===== config.mk =====
export PLATFORM = sky130hd
export DESIGN_NAME = cpc_fifo
export DESIGN_NICKNAME = d
export VERILOG_FILES = /design/src/cpc_fifo.sv
export SDC_FILE = /design/constraint.sdc
export NUM_CORES = 1
export LEC_CHECK = 0
export ABC_CLOCK_PERIOD_IN_PS = 1550
export BUFFER_PORTS_ARGS = -buffer_cell sky130_fd_sc_hd__buf_4
export CAP_MARGIN = 20
export CORE_MARGIN = 2
export CORE_UTILIZATION = 40
export CTS_CLUSTER_SIZE = 14
export DETAILED_ROUTE_END_ITERATION = 8
export PLACE_DENSITY = 0.66
export REMOVE_ABC_BUFFERS = 1
export SLEW_MARGIN = 20
export SYNTH_ARGS = -nofsm -noshare
export SYNTH_HDL_FRONTEND = slang
export SYNTH_SLANG_ARGS = --single-unit

===== constraint.sdc =====
create_clock -name clk_i -period 1.55 [get_ports clk_i]
set_clock_uncertainty 0.2 [all_clocks]
set_input_delay 0.2325 -clock clk_i [delete_from_list [all_inputs] [get_ports clk_i]]
set_output_delay 0.2325 -clock clk_i [all_outputs]
set_load 0.02 [all_outputs]

===== src/cpc_fifo.sv =====
// ----------------------------------------------------------------------------
// cpc_fifo: short register queue
// Push/pop queue built from flops; head word is shown while not empty.
// ----------------------------------------------------------------------------
module cpc_fifo #(
  parameter int WIDTH = 8,
  parameter int DEPTH = 2
) (
  input  logic             clk_i,
  input  logic             rst_ni,
  input  logic             push_i,
  input  logic [WIDTH-1:0] wdata_i,
  output logic             full_o,
  input  logic             pop_i,
  output logic [WIDTH-1:0] rdata_o,
  output logic             empty_o
);

  localparam int AW = (DEPTH > 1) ? $clog2(DEPTH) : 1;

  logic [WIDTH-1:0] mem_q [DEPTH];
  logic [AW-1:0]    wr_q, wr_d, rd_q, rd_d;
  logic [AW:0]      cnt_q, cnt_d;
  logic             do_push, do_pop;

  assign full_o  = (cnt_q == (AW+1)'(DEPTH));
  assign empty_o = (cnt_q == '0);
  assign do_push = push_i && !full_o;
  assign do_pop  = pop_i && !empty_o;
  assign rdata_o = mem_q[rd_q];

  always_comb begin
    wr_d  = wr_q;
    rd_d  = rd_q;
    cnt_d = cnt_q;
    if (do_push) begin
      wr_d = (wr_q == AW'(DEPTH-1)) ? '0 : wr_q + AW'(1);
    end
    if (do_pop) begin
      rd_d = (rd_q == AW'(DEPTH-1)) ? '0 : rd_q + AW'(1);
    end
    if (do_push && !do_pop) begin
      cnt_d = cnt_q + (AW+1)'(1);
    end else if (do_pop && !do_push) begin
      cnt_d = cnt_q - (AW+1)'(1);
    end
  end

  always_ff @(posedge clk_i or negedge rst_ni) begin
    if (!rst_ni) begin
      wr_q  <= '0;
      rd_q  <= '0;
      cnt_q <= '0;
    end else begin
      wr_q  <= wr_d;
      rd_q  <= rd_d;
      cnt_q <= cnt_d;
    end
  end

  always_ff @(posedge clk_i) begin
    if (do_push) begin
      mem_q[wr_q] <= wdata_i;
    end
  end

endmodule


# After elaboration in Yosys (flattened, before gate mapping)
# Memory sizes are Yosys's and may differ from the RTL's.
# Cells that the tools add are included.
# totals
mem_bits_ro	0
ram_bits	16
latchBits	0
regBits	4
mem_count	1
wordCells	25
# memory_table
memory	depth	word_bits	read_ports	rd_ports_with_merged_regs	wr	line	rtl
mem_q	2	8	1	0	1	21	logic [WIDTH-1:0] mem_q [DEPTH];
# op_classes
multipliers	0
n_bitwise	0
shifts	0
eq_ne	1
magnitude_cmp	0
n_reduce_logical	10
div	0
muxes	6
addsub	4
# ops
op	count
$logic_and A1 B1 Y1	4
$logic_not A1 Y1	4
$mux W1	4
$mux W2	2
$add A1 B1 Y1 const B	2
$add A2 B1 Y2 const B	1
$eq A2 B2 Y1 const B	1
$logic_not A2 Y1	1
$reduce_bool A2 Y1	1
$sub A2 B1 Y2 const B	1

# Longest topological paths before layout
# logic_depth
word_depth	7
mapped_depth	7
ltp_nobuf	7

# Worst setup path after synthesis
# No wires, ideal clock.
# synth_timing
path_kind	register -> register
start	reg cnt_q[0]
end	mem mem_q[0][0], enable pin
stages_incl_launch_ff	4
arrival_ns	1.022
setup_ns	0.370
path_buffers	0
setup_slack_ns	-0.042
required_ns	0.980
cell_sequence	dfrtp_1 nand2b_1 nand2_2 nor2_1
# synth_between
elab_chain_len	5
# synth_rtl
item	line	rtl
from (decl)	23	logic [AW:0] cnt_q, cnt_d;
from (signal assigned)	57	cnt_q <= cnt_d;
$eq A2 B2 Y1	26	assign full_o = (cnt_q == (AW+1)'(DEPTH));
$logic_not A1 Y1	28	assign do_push = push_i && !full_o;
$logic_and A1 B1 Y1	28	
$mux W1	62	if (do_push) begin
$mux W1 (not written as such)	63	mem_q[wr_q] <= wdata_i;
to (decl)	21	
# Every way passes these cells.

# Worst setup path in the final report
# layout_timing
start	reg rd_q
end	out rdata_o[7]
# layout_between
elab_chain_len	1
# layout_rtl
item	line	rtl
from (decl)	22	logic [AW-1:0] wr_q, wr_d, rd_q, rd_d;
from (signal assigned)	56	rd_q <= rd_d;
$mem_v2 Z2 W8	-	
to (decl)	15	output logic [WIDTH-1:0] rdata_o,
# Every way passes these cells.

==> impl_metrics.ini <==
[run_status]
status = finished, violations left
violations = negative setup slack

[synthesis]
synth_edf_count = 16
synthTopCellsByArea = edfxtp_1 61%, dfrtp_1 13%, mux2_1 8.6%
yosysWarnings = 0
synth_commonest_cells = 16 x edfxtp_1, 6 x mux2_1, 4 x dfrtp_1, 3 x nor2_1
synth-main-ff-cell = edfxtp_1
synth-seq-area-share_pct = 74.2
syn-instance-count = 44
synth.cell_area_um2 = 782
synth_area_leader_cell = edfxtp_1
ys_ff_latch = 20
synthArstFlopShare_pct = 20.0
synthDistinctLibCells = 15
yosysMostFrequentCell = edfxtp_1
synth.top_cell.area_share_pct = 61.4
syn_avg_cell_area_um2 = 17.8

[die]
die_x_um = 48.2
fp-row-count = 15
die_area_um2 = 2320
start_util_pct = 43.9
die_y_um = 48.2
coreArea_um2 = 1780
io_pins = 22

[global_routing]
antenna_found_initial = 0
grt_max_degree = 12
track_usage_pct = 14.2
grt_pass1_vias = 493
grt_overflow = 0
grt_pass1_wl_um = 2130

[cts]
cts_root_buffer = clkbuf_4
cts.sinks = 20
cts_tree = yes
clkTransAtPathRegs_ps = 100
cts_buffers = 3
clock_latency_ps = 280
clockBufferDepth = 2
cts-htree-levels = 1

[layout]
fillCellCount = 122
post-route-util_pct = 71.4
final_cell_count_no_fill = 114
nNetsFinal = 103
num_antenna_cells = 0
layout-drive-gt1-share_pct = 60.7
syn2layout_area_growth_pct = 62.7

[routing]
drcViolationCount = 0
vias = 528
first_pass_iters = 4
first_iter_violations = 6
drtAntennaViolNets = 0
wirelength_um = 1570
wl_per_cell_um = 13.8
via_per_inst = 4.63

[sta]
max-slew-margin-rel_pct = 86.5
period_minus_slack_ps = 1720
whs_ps = 63.8
rsz0062_at_grt = yes
final_max_slew_viol_count = 0
tightest_slew_ps = 203
finalCritPeriodShare_pct = 111
hold_viol = 0
fin_ws_ps = -173
max_freq_mhz = 580
setup_viol = 8

[placed_design]
dp_cells = 96
gp_congestion = 0.696
place_hpwl_um = 853
placement.io_buffers = 21

[power]
pwr-share-comb_pct = 53.3
internal-power_w = 0.00158
seqPwrFrac_pct = 36.1
powerDensity_nw_per_um2 = 1840
clock_power_share_pct = 10.6
p_switching_w = 0.000768
p_leak_nw = 0.549
ir_drop_v = 0.00109
finalPower_w = 0.00234
switching_share_pct = 32.7

[setup_path]
path_class = reg -> out
cp-start-kind = register
crit_chain = buf_6 > mux2_2 > buf_6
crit_path_end_kind = output pin
worst_path_max_delay_cell = dfrtp_2
cpPeakStageDelay_ps = 390
required_ps = 1120
timing.critical_path.mode_cell = buf_6
arrival_ps = 1290
cp_max_fo = 5

[min_path]
hold_path.class = in -> async

[job]
maxCapViolCount = 0
## final timing paths
check / end / depth (start not counted) / slack, ps / startpoint
setup reg to reg: mem_q[0][7]$_DFFE_PP_ / 5 / 50 / cnt_q[1]$_DFFE_PN0P_
min in group clk_i: rd_q$_DFFE_PN0P_ / 4 / 90 / pop_i
max in group asynchronous: rd_q$_DFFE_PN0P_ / 2 / 970 / rst_ni
hold / removal: cnt_q[1]$_DFFE_PN0P_ / 2 / 60 / rst_ni
setup / recovery: rdata_o[7] / 3 / -170 / rd_q$_DFFE_PN0P_
hold reg to reg: wr_q$_DFFE_PN0N_ / 1 / 380 / wr_q$_DFFE_PN0N_
## layout by cell type (no fill, tap or decap), drive strengths merged
cell type and instances:
o21ai 1, nand2b 1, dlygate4sd3 9, dfrtp 4, xor2 2, ha 1
xnor2 3, clkbuf 4, nor2 3, inv 2, nand2 1, mux2 8
buf 33, and3 1, edfxtp 16
## registers in the layout, summed over array words and instances, names as in the netlist
| name | cells |
|---|---|
| cnt_q | 2 |
| wr_q | 1 |
| rd_q | 1 |
| mem_q | 16 |
## worst max-delay path, delay by kind of cell (launching register included)
family | cells | cell delay [ps]
buffers and inverters | 2 | 260
DFF | 1 | 390
muxes | 1 | 340
## timing repair
| action | 4_1_cts | 5_1_grt |
|---|---|---|
| buffers inserted | 4 | 1 |
| hold buffers | 9 | 0 |
| pin swaps | 0 | 1 |
| gates resized for setup | 22 | 8 |
| hold endpoints to repair | 20 | 0 |
| endpoints found under the setup margin | 10 | 13 |
## metrics by stage
step | setup TNS, ps | instance area (µm²) | setup slack (ps)
after global placement | 0 | 1020 | 6.23
after global routing | -1700 | 1270 | -224
final | -1330 | 1270 | -173
after detailed placement | 0 | 1020 | 11.1
after CTS | -1310 | 1240 | -171
after floorplan | -352 | 777 | -42.2
## cell type report
type | count | area (µm²) | area share, %
Clock buffer | 4 | 26.3 | 2.06
Inverter | 2 | 7.51 | 0.590
Multi-Input combinational cell | 21 | 241 | 19.0
Sequential cell | 20 | 583 | 45.8
Tap cell | 25 | 31.3 | 2.46
Timing Repair Buffer | 42 | 383 | 30.1
## power by group through the flow
stage                     Clock, W  Combinational [W]  Sequential [W]
final                     0.000249            0.00125        0.000847
after global routing      0.000287            0.00133        0.000859
after CTS                 0.000252            0.00118        0.000830
after detailed placement         0           0.000828        0.000869
after global placement           0           0.000824        0.000864
after floorplan                  0           0.000475        0.000851
## kinds of logic (layout without fill, tap and decap cells)
logic type	Yosys count	in the layout	synth area share [%]
adder cells (fa/ha/maj)	1	1	1.60
multiplexers	8	8	11.5
buffers and inverters	3	48	1.60
AO/OA/AOI/OAI	1	1	0.639
flip-flops	20	20	74.2
AND/OR/NAND/NOR	6	6	3.84
XOR/XNOR	5	5	6.56
## routing by layer
layer	track usage, %	share of wire, %
met1	15.3	37
met3	3.33	4.1
met4	4.86	0.45
met2	26.6	58
met5	0	0
No activity file was read; power rests on OpenSTA's default activity.
