--- src/cpc_pkg.sv ---
// ----------------------------------------------------------------------------
// cpc_pkg: shared types and constants of the coordinate converter
// Word layouts between front, back and queues, angle constants, atan table.
// ----------------------------------------------------------------------------
package cpc_pkg;

  localparam int GUARD = 8;
  localparam int XW    = 43;
  localparam int ZW    = 35;

  localparam logic [63:0] PI_Q30     = 64'd3373259426;
  localparam logic [63:0] TWO_PI_Q30 = 64'd6746518852;

  localparam logic signed [ZW-1:0] PI_Z      = 35'sd3373259426;
  localparam logic signed [ZW-1:0] HALF_PI_Z = 35'sd1686629713;
  localparam logic signed [ZW-1:0] TWO_PI_Z  = 35'sd6746518852;

  localparam logic [29:0] INV_GAIN = 30'd652032874;

  typedef enum logic {
    KIND_RECT  = 1'b0,
    KIND_POLAR = 1'b1
  } kind_e;

  typedef struct packed {
    kind_e                 kind;
    logic                  origin;
    logic signed [XW-1:0]  x;
    logic signed [XW-1:0]  y;
    logic signed [ZW-1:0]  z;
  } rot_t;

  typedef struct packed {
    logic signed [31:0] first;
    logic signed [31:0] second;
    logic               sat;
  } res_t;

  function automatic logic signed [ZW-1:0] atan_q30(input logic [4:0] idx);
    logic [31:0] v;
    case (idx)
      5'd0:    v = 32'h3243F6A8;
      5'd1:    v = 32'h1DAC6705;
      5'd2:    v = 32'h0FADBAFC;
      5'd3:    v = 32'h07F56EA6;
      5'd4:    v = 32'h03FEAB76;
      5'd5:    v = 32'h01FFD55B;
      5'd6:    v = 32'h00FFFAAA;
      5'd7:    v = 32'h007FFF55;
      5'd8:    v = 32'h003FFFEA;
      5'd9:    v = 32'h001FFFFD;
      5'd10:   v = 32'h000FFFFF;
      5'd11:   v = 32'h0007FFFF;
      5'd12:   v = 32'h0003FFFF;
      5'd13:   v = 32'h0001FFFF;
      5'd14:   v = 32'h0000FFFF;
      5'd15:   v = 32'h00007FFF;
      5'd16:   v = 32'h00003FFF;
      5'd17:   v = 32'h00001FFF;
      5'd18:   v = 32'h00000FFF;
      5'd19:   v = 32'h000007FF;
      5'd20:   v = 32'h000003FF;
      5'd21:   v = 32'h000001FF;
      5'd22:   v = 32'h000000FF;
      5'd23:   v = 32'h0000007F;
      5'd24:   v = 32'h0000003F;
      5'd25:   v = 32'h0000001F;
      5'd26:   v = 32'h0000000F;
      5'd27:   v = 32'h00000008;
      5'd28:   v = 32'h00000004;
      5'd29:   v = 32'h00000002;
      default: v = 32'h00000000;
    endcase
    return $signed({{(ZW-32){1'b0}}, v});
  endfunction

endpackage

--- src/cpc_front.sv ---
// ----------------------------------------------------------------------------
// cpc_front: accept and classify
// Reduces polar angles modulo 2*pi one quotient bit per stage, then picks
// the quadrant pre-rotation and hands a rotation word to the queue.
// ----------------------------------------------------------------------------
module cpc_front #(
  parameter int FRACTION_BITS = 16
) (
  input  logic                clk_i,
  input  logic                rst_ni,
  input  logic                en_i,
  input  logic                valid_i,
  input  cpc_pkg::kind_e      kind_i,
  input  logic signed [31:0]  first_i,
  input  logic signed [31:0]  second_i,
  output logic                push_o,
  output cpc_pkg::rot_t       item_o
);

  localparam int SHIFT = 30 - FRACTION_BITS;
  localparam int QBITS = 29 - FRACTION_BITS;
  localparam int MAG_W = 62 - FRACTION_BITS;
  localparam int XW    = cpc_pkg::XW;
  localparam int ZW    = cpc_pkg::ZW;

  typedef struct packed {
    cpc_pkg::kind_e      kind;
    logic                neg;
    logic [MAG_W-1:0]    mag;
    logic signed [31:0]  p;
    logic signed [31:0]  q;
  } red_t;

  red_t        s_q   [QBITS+1];
  logic        vld_q [QBITS+1];
  red_t        nxt   [QBITS];
  red_t        s_in;
  logic [31:0] absq;

  assign absq = second_i[31] ? (~second_i + 32'd1) : second_i;

  always_comb begin
    s_in.kind = kind_i;
    s_in.neg  = second_i[31];
    s_in.mag  = MAG_W'(absq) << SHIFT;
    s_in.p    = first_i;
    s_in.q    = second_i;
  end

  for (genvar k = 0; k < QBITS; k++) begin : g_red
    localparam logic [63:0] CK = cpc_pkg::TWO_PI_Q30 << (QBITS - 1 - k);
    always_comb begin
      nxt[k] = s_q[k];
      if (s_q[k].mag >= CK[MAG_W-1:0]) begin
        nxt[k].mag = s_q[k].mag - CK[MAG_W-1:0];
      end
    end
  end

  always_ff @(posedge clk_i or negedge rst_ni) begin
    if (!rst_ni) begin
      for (int k = 0; k <= QBITS; k++) begin
        vld_q[k] <= 1'b0;
      end
    end else if (en_i) begin
      vld_q[0] <= valid_i;
      for (int k = 0; k < QBITS; k++) begin
        vld_q[k+1] <= vld_q[k];
      end
    end
  end

  always_ff @(posedge clk_i) begin
    if (en_i) begin
      s_q[0] <= s_in;
      for (int k = 0; k < QBITS; k++) begin
        s_q[k+1] <= nxt[k];
      end
    end
  end

  red_t                 fin;
  logic signed [ZW-1:0] rem, th0, th;
  logic signed [XW-1:0] gp, gq;

  assign fin    = s_q[QBITS];
  assign push_o = en_i && vld_q[QBITS];

  always_comb begin
    rem = $signed({1'b0, fin.mag[ZW-2:0]});
    th0 = fin.neg ? -rem : rem;
    if (th0 > cpc_pkg::PI_Z) begin
      th = th0 - cpc_pkg::TWO_PI_Z;
    end else if (th0 < -cpc_pkg::PI_Z) begin
      th = th0 + cpc_pkg::TWO_PI_Z;
    end else begin
      th = th0;
    end
    gp = $signed({{(XW-32-cpc_pkg::GUARD){fin.p[31]}}, fin.p, {cpc_pkg::GUARD{1'b0}}});
    gq = $signed({{(XW-32-cpc_pkg::GUARD){fin.q[31]}}, fin.q, {cpc_pkg::GUARD{1'b0}}});

    item_o.kind   = fin.kind;
    item_o.origin = 1'b0;
    item_o.x      = gp;
    item_o.y      = '0;
    item_o.z      = th;
    case (fin.kind)
      cpc_pkg::KIND_RECT: begin
        item_o.origin = (fin.p == '0) && (fin.q == '0);
        if (!fin.p[31]) begin
          item_o.x = gp;
          item_o.y = gq;
          item_o.z = '0;
        end else if (!fin.q[31]) begin
          item_o.x = gq;
          item_o.y = -gp;
          item_o.z = cpc_pkg::HALF_PI_Z;
        end else begin
          item_o.x = -gq;
          item_o.y = gp;
          item_o.z = -cpc_pkg::HALF_PI_Z;
        end
      end
      cpc_pkg::KIND_POLAR: begin
        if (th > cpc_pkg::HALF_PI_Z) begin
          item_o.x = '0;
          item_o.y = gp;
          item_o.z = th - cpc_pkg::HALF_PI_Z;
        end else if (th < -cpc_pkg::HALF_PI_Z) begin
          item_o.x = '0;
          item_o.y = -gp;
          item_o.z = th + cpc_pkg::HALF_PI_Z;
        end else begin
          item_o.x = gp;
          item_o.y = '0;
          item_o.z = th;
        end
      end
      default: begin
        item_o.x = gp;
      end
    endcase
  end

`ifndef NO_ASSERTIONS
  a_polar_residual: assert property (@(posedge clk_i) disable iff (!rst_ni)
    (push_o && item_o.kind == cpc_pkg::KIND_POLAR) |->
      (item_o.z <= cpc_pkg::HALF_PI_Z && item_o.z >= -cpc_pkg::HALF_PI_Z))
    else $error("polar residual angle outside half pi");
  a_polar_axis: assert property (@(posedge clk_i) disable iff (!rst_ni)
    (push_o && item_o.kind == cpc_pkg::KIND_POLAR) |->
      (item_o.x == '0 || item_o.y == '0))
    else $error("polar start vector off axis");
`endif

endmodule

--- config.mk ---
export PLATFORM = sky130hd
export DESIGN_NAME = cpc_front
export DESIGN_NICKNAME = d
export VERILOG_FILES = /design/src/cpc_pkg.sv /design/src/cpc_front.sv
export SDC_FILE = /design/constraint.sdc
export NUM_CORES = 2
export LEC_CHECK = 0
export ABC_AREA = 0
export ABC_CLOCK_PERIOD_IN_PS = 7520
export BUFFER_PORTS_ARGS = -buffer_cell sky130_fd_sc_hd__buf_2
export CAP_MARGIN = 0
export CORE_MARGIN = 2
export CORE_UTILIZATION = 49
export DETAILED_ROUTE_END_ITERATION = 10
export PLACE_DENSITY = 0.63
export SYNTH_ARGS = -nofsm -noshare
export SYNTH_HDL_FRONTEND = slang
export SYNTH_SLANG_ARGS = --single-unit
--- constraint.sdc ---
create_clock -name clk_i -period 7.52 [get_ports clk_i]
set_input_delay 0.376 -clock clk_i [delete_from_list [all_inputs] [get_ports clk_i]]
set_output_delay 0.376 -clock clk_i [all_outputs]
set_load 0.05 [all_outputs]
## Word-level counts from Yosys, hierarchy flattened

Memory sizes are Yosys's and may differ from the RTL's.
Cells that the tools add are included.

| word-level totals | value |
|---|---|
| register bits | 14 |
| bits in writable memories | 1568 |
| input port bits | 69 |
| output and inout bits | 124 |
| memories kept | 1 |

| cells by class | value |
|---|---|
| $add $sub $neg | 21 |
| magnitude comparators | 17 |
| mux-type cells | 25 |
| bitwise gates (word level) | 2 |
| reduce and logical (&&, ||, !) cells | 4 |

Memory list:

| name | depth | width | rd ports | clocked after memory_dff | write ports | line | source |
|---|---|---|---|---|---|---|---|
| s_q | 14 | 112 | 14 | 0 | 14 | cpc_front.sv:34 | `red_t s_q [QBITS+1];` |

Operator list:

| kind | number |
|---|---|
| 46-bit 2-to-1 mux | 13 |
| 121-bit 2-to-1 mux | 4 |
| 121-bit one-hot mux with 2 select lines | 1 |
| 35-bit 2-to-1 mux | 3 |
| 40-bit negator with 43-bit output | 2 |
| 32-bit zero test | 2 |
| 46-bit by 33-bit greater-or-equal comparator with 1-bit output (second input constant) | 1 |
| 46-bit by 34-bit greater-or-equal comparator with 1-bit output (second input constant) | 1 |
| 46-bit by 35-bit greater-or-equal comparator with 1-bit output (second input constant) | 1 |
| 46-bit by 36-bit greater-or-equal comparator with 1-bit output (second input constant) | 1 |
| 46-bit by 37-bit greater-or-equal comparator with 1-bit output (second input constant) | 1 |
| 46-bit by 38-bit greater-or-equal comparator with 1-bit output (second input constant) | 1 |
| 46-bit by 39-bit greater-or-equal comparator with 1-bit output (second input constant) | 1 |
| 46-bit by 40-bit greater-or-equal comparator with 1-bit output (second input constant) | 1 |
| 46-bit by 41-bit greater-or-equal comparator with 1-bit output (second input constant) | 1 |
| 46-bit by 42-bit greater-or-equal comparator with 1-bit output (second input constant) | 1 |
| 46-bit by 43-bit greater-or-equal comparator with 1-bit output (second input constant) | 1 |
| 46-bit by 44-bit greater-or-equal comparator with 1-bit output (second input constant) | 1 |
| 46-bit by 45-bit greater-or-equal comparator with 1-bit output (second input constant) | 1 |
| 46-bit by 33-bit subtractor with 46-bit output (second input constant) | 1 |
| 46-bit by 34-bit subtractor with 46-bit output (second input constant) | 1 |
| 46-bit by 35-bit subtractor with 46-bit output (second input constant) | 1 |
| 46-bit by 36-bit subtractor with 46-bit output (second input constant) | 1 |
| 46-bit by 37-bit subtractor with 46-bit output (second input constant) | 1 |
| 23 further kinds | 26 |

## Logic depth before layout (Yosys ltp)

An unclocked memory read counts as a cell.

| depth | value |
|---|---|
| depth in word-level cells | 10 |
| depth in mapped cells | 26 |

## Worst setup path after synthesis

OpenSTA, ideal clock, no wires.

| timing | value |
|---|---|
| path type | flip-flop to output port |
| from | memory s_q[1][670] (netlist bit) |
| to | output item_o[27] (netlist bit) |
| arrival | 7320 ps |
| data required time | 7144 ps |
| path slack | -176 ps |
| cell stages (with the launch flop) | 25 |
| path buffers | 8 |
| path through | edfxtp_1 clkbuf_1 buf_2 buf_1 buf_1 clkbuf_1 clkbuf_1 a21o_1 ha_1 inv_1 o31a_1 a221oi_1 a221o_1 nor2_1 nor3_1 a31oi_1 a221oi_2 nor2_1 and3_1 and4_1 buf_1 a211oi_2 buf_2 o21ai_0 o311ai_0 |

RTL lines:

| element | line | source |
|---|---|---|
| start, declared | cpc_front.sv:34 |  |
| end, declared | cpc_front.sv:17 | `output cpc_pkg::rot_t item_o` |

==> run_results.csv <==
group,metric,value,unit
run,drv_cap,0,
grt,track_usage,18.4,%
synth,ys.flop_type,"edfxtp_1",
cts,root_buffer,"clkbuf_16",
worst_setup_path,crit_family,"compound AO/OA/AOI/OAI gates",
power,power.leakage,25.1,nW
grt,grt_pass1_vias,34502,
final_layout,layout-drive-gt1-share,13.5,%
timing,skew,61.0,ps
timing,fin_crit_sh,97.8,%
worst_setup_path,crit_type,"flip-flop to output port",
die,core_area,126000,sq um
cts,path_clk_slew,60,ps
final_layout,nFillCells,10051,
placed_design,gp_congestion,0.882,
cts,cts_buffers,145,
die,num_rows,130,
cts,htree_num_levels,4,
drt,vias_per_cell,5.38,
timing,hold_viol_final,0,
synth,avgSynthCellArea,13.8,sq um
synth,synth.distinct_cells,99,
timing,rsz0062_at_grt,"true",
drt,wl,120,mm
drt,remaining_drc_errors,0,
worst_setup_path,crit_fanout,13,
drt,vias,35668,
timing,max_freq,136,MHz
power,vdd_drop_max,226,uV
die,dieArea,129000,sq um
power,p_switching,7.47,mW
timing,fin_crit,7360,ps
power,sequentialPowerShare,45.9,%
final_layout,fin_area,71200,sq um
timing,slew_viol_final,0,
worst_setup_path,reg2reg_slack,2800,ps
drt,wl_per_cell,18.1,um
timing,setup_viol_count_final,0,
power,swShare,31.3,%
timing,tns,0,ps
grt,antenna_found_initial,0,
timing,worstMarginPinSlew,1170,ps
grt,grt_first_pass_wirelength,189,mm
drt,drt-initial-drc-count,2694,
cts,worstSkewPairLatency,780,ps
power,power.density,335,nW/um^2
die,io_pins,193,
final_layout,antennaDiodeCount,0,
worst_setup_path,crit_arrival,6980,ps
timing,setup_ws,163,ps
worst_setup_path,crit_required,7140,ps
die,die_w,360,um
worst_setup_path,worst_setup_path_end_kind,"output port",
worst_setup_path,path_common_cell,"buf_4",
grt,grt-ovfl-total,0,
drt,dr.pass1.iters,8,
cts,cts_buffer_depth,3,
final_layout,nNetsFinal,4959,
worst_hold_path,min_path_type,"input pin to flip-flop",
outcome,run_status,"finished clean",
worst_setup_path,cpPeakStageDelay,610,ps
synth,synth_area,62000,sq um
worst_setup_path,cp_num_buf_inv,7,
power,cellInternalPower,16.4,mW
synth,ys_warn_count,0,
placed_design,place_hpwl,82.2,mm
synth,ys_seq_elements,1437,
die,dieHeight,360,um
synth,synth_cells,4474,
power,power_frac_comb,25.8,%
power,clock_power_share,28.3,%
placed_design,io_buffers,176,
synth,async_flop_share,0.974,%
cts,cts_tree,"yes",
grt,grt_max_degree,212,
drt,postRouteAntennaNets,0,
placed_design,dpl_cell_area,65300,sq um
die,initial_utilization,49.3,%
synth,synth_edf_count,1423,
cts,clock_sinks,1437,
final_layout,syn_to_final_growth,15.0,%
synth,synth-seq-area-share,69.5,%
timing,slew_headroom,21.8,%
worst_setup_path,worst_setup_path_start_kind,"flip-flop",
worst_setup_path,path_cells,"or4_4, buf_4, or4_1, a211o_1, a21oi_2, a41oi_1, and4b_2, o21a_1, buf_4, buf_4, a32oi_2, xnor2_2, o311a_1, o211a_1, or4_4, a31oi_4, buf_12, nor3_4, buf_4, buf_4, a22o_1, buf_2",
worst_setup_path,slowest_stage,"or4_4",
placed_design,dpl_worst_slack,294,ps
## sequential cells by signal, indices dropped and copies added, names as in the netlist
signal	flops
s_q	1423
vld_q	14
## logic make-up (layout without fill, tap and decap cells)
group                      after synthesis  count (layout)  synth area share (%)
DFF                                   1437            1437                  69.5
other                                    1              16               0.00605
AOI/OAI and AO/OA                      796             797                  8.58
and+or+nand+nor                       1347            1347                  10.8
buffers and inverters                  262             755                  1.87
muxes                                   32              32                 0.553
xor gates and xnor gates               579             579                  8.21
adders and majority gates               20              20                 0.404
## cell usage in the layout (no fill, tap or decap), types with 41 or more instances in the layout
master,netlist,layout
nand3_1,95,93
or3_1,103,102
nand2_1,368,367
xnor2_1,335,331
inv_1,69,68
nor3_1,126,125
a21o_1,59,59
nor2_1,293,292
a21oi_1,143,142
xor2_1,242,242
buf_2,17,158
edfxtp_1,1423,1423
clkbuf_16,0,146
buf_4,27,176
dlygate4sd3_1,0,67
and2_1,43,41
nor4_1,59,52
o21ai_0,233,226
## power by group through the flow
stage | combinational, mW | clock (mW) | sequential (mW)
final | 6.16 | 6.76 | 11.0
after global routing | 6.68 | 7.30 | 11.1
after CTS | 6.00 | 6.97 | 11.0
after detailed placement | 5.85 | 0 | 11.1
after global placement | 5.83 | 0 | 11.1
after floorplan | 4.17 | 0 | 10.9
## Yosys cell counts (all sizes together) (21+ instances only)
| master | number | share of area (%) |
|---|---|---|
| edfxtp | 1423 | 69 |
| nand2 | 368 | 2.2 |
| xnor2 | 336 | 4.8 |
| nor2 | 293 | 1.8 |
| o21ai | 252 | 2.0 |
| xor2 | 243 | 3.4 |
| a21oi | 144 | 1.2 |
| nor3 | 128 | 1.1 |
| clkbuf | 127 | 0.77 |
| or3 | 103 | 1.0 |
| nand3 | 96 | 0.78 |
| inv | 70 | 0.42 |
| nor4 | 62 | 0.68 |
| buf | 61 | 0.64 |
| a21o | 59 | 0.71 |
| and2 | 44 | 0.44 |
| o31ai | 42 | 0.51 |
| nand2b | 37 | 0.37 |
| o21a | 36 | 0.44 |
| and3 | 34 | 0.34 |
| nand4 | 34 | 0.34 |
| nor2b | 29 | 0.29 |
| or4 | 27 | 0.34 |
| a211oi | 26 | 0.32 |
| a31oi | 24 | 0.27 |
| or2 | 23 | 0.23 |
| a21boi | 21 | 0.25 |
| nand3b | 21 | 0.25 |
## final cells by class
class	count	area, sq um	share of cell area [%]
inverter	73	274	0.385
clock buffer	175	3740	5.25
clock inverter	85	848	1.19
timing repair buffer	422	3140	4.41
multi-input combinational	2791	18100	25.4
tap	1650	2060	2.90
sequential	1437	43100	60.5
## per-layer routing
metal,up-vias,GRT usage (%),share of wire [%]
li1,17536,-,-
met1,17074,23.4,42
met2,771,31.3,49
met3,287,3.06,4.0
met4,0,8.21,4.4
met5,-,0,0
## worst paths after layout
| check | from | endpoint | depth (start not counted) |
|---|---|---|---|
| max | s_q[1][631] | item_o[116] | 22 |
| min | second_i[31] | s_q[0][110] | 1 |
| max reg2reg | s_q[1][182] | s_q[1][329] | 20 |
| min reg2reg | s_q[0][337] | s_q[0][449] | 0 |
| max in group asynchronous | rst_ni | vld_q[9] | 3 |
| min in group asynchronous | rst_ni | vld_q[0] | 3 |
## worst register-to-register path, stage by stage, from the launching register on
cell,delay (ps)
edfxtp_1,420
inv_1,80
ha_1,160
nand2b_1,80
a21o_1,200
a21oi_1,190
o21bai_1,110
a31oi_1,350
o21bai_1,200
a211o_1,350
nand2_1,100
nand2_1,70
and3_1,200
or3_1,400
nor3b_1,220
buf_4,240
clkinv_1,440
nand2_1,210
or3_1,200
nor4_1,80
xor2_1,140
## through the flow
stage	power [mW]	hold slack [ps]	std cells	utilization, %
6_report	23.9	155	6633	56.7
5_1_grt	25.1	134	6633	56.7
4_1_cts	23.9	79.8	6615	56.4
3_5_place_dp	17.0	285	6271	52.0
3_3_place_gp	16.9	278	6271	52.0
2_1_floorplan	15.0	80.4	4489	-
## what timing repair did
item                                   CTS  global route
setup endpoints to repair              104           106
hold buffers                            67             0
pin swaps                                9            15
resized for setup                       19            69
cloned                                   2             1
endpoints found under the hold margin  107             0
buffers inserted                        15            17
Power figures use the tool's default switching activity.
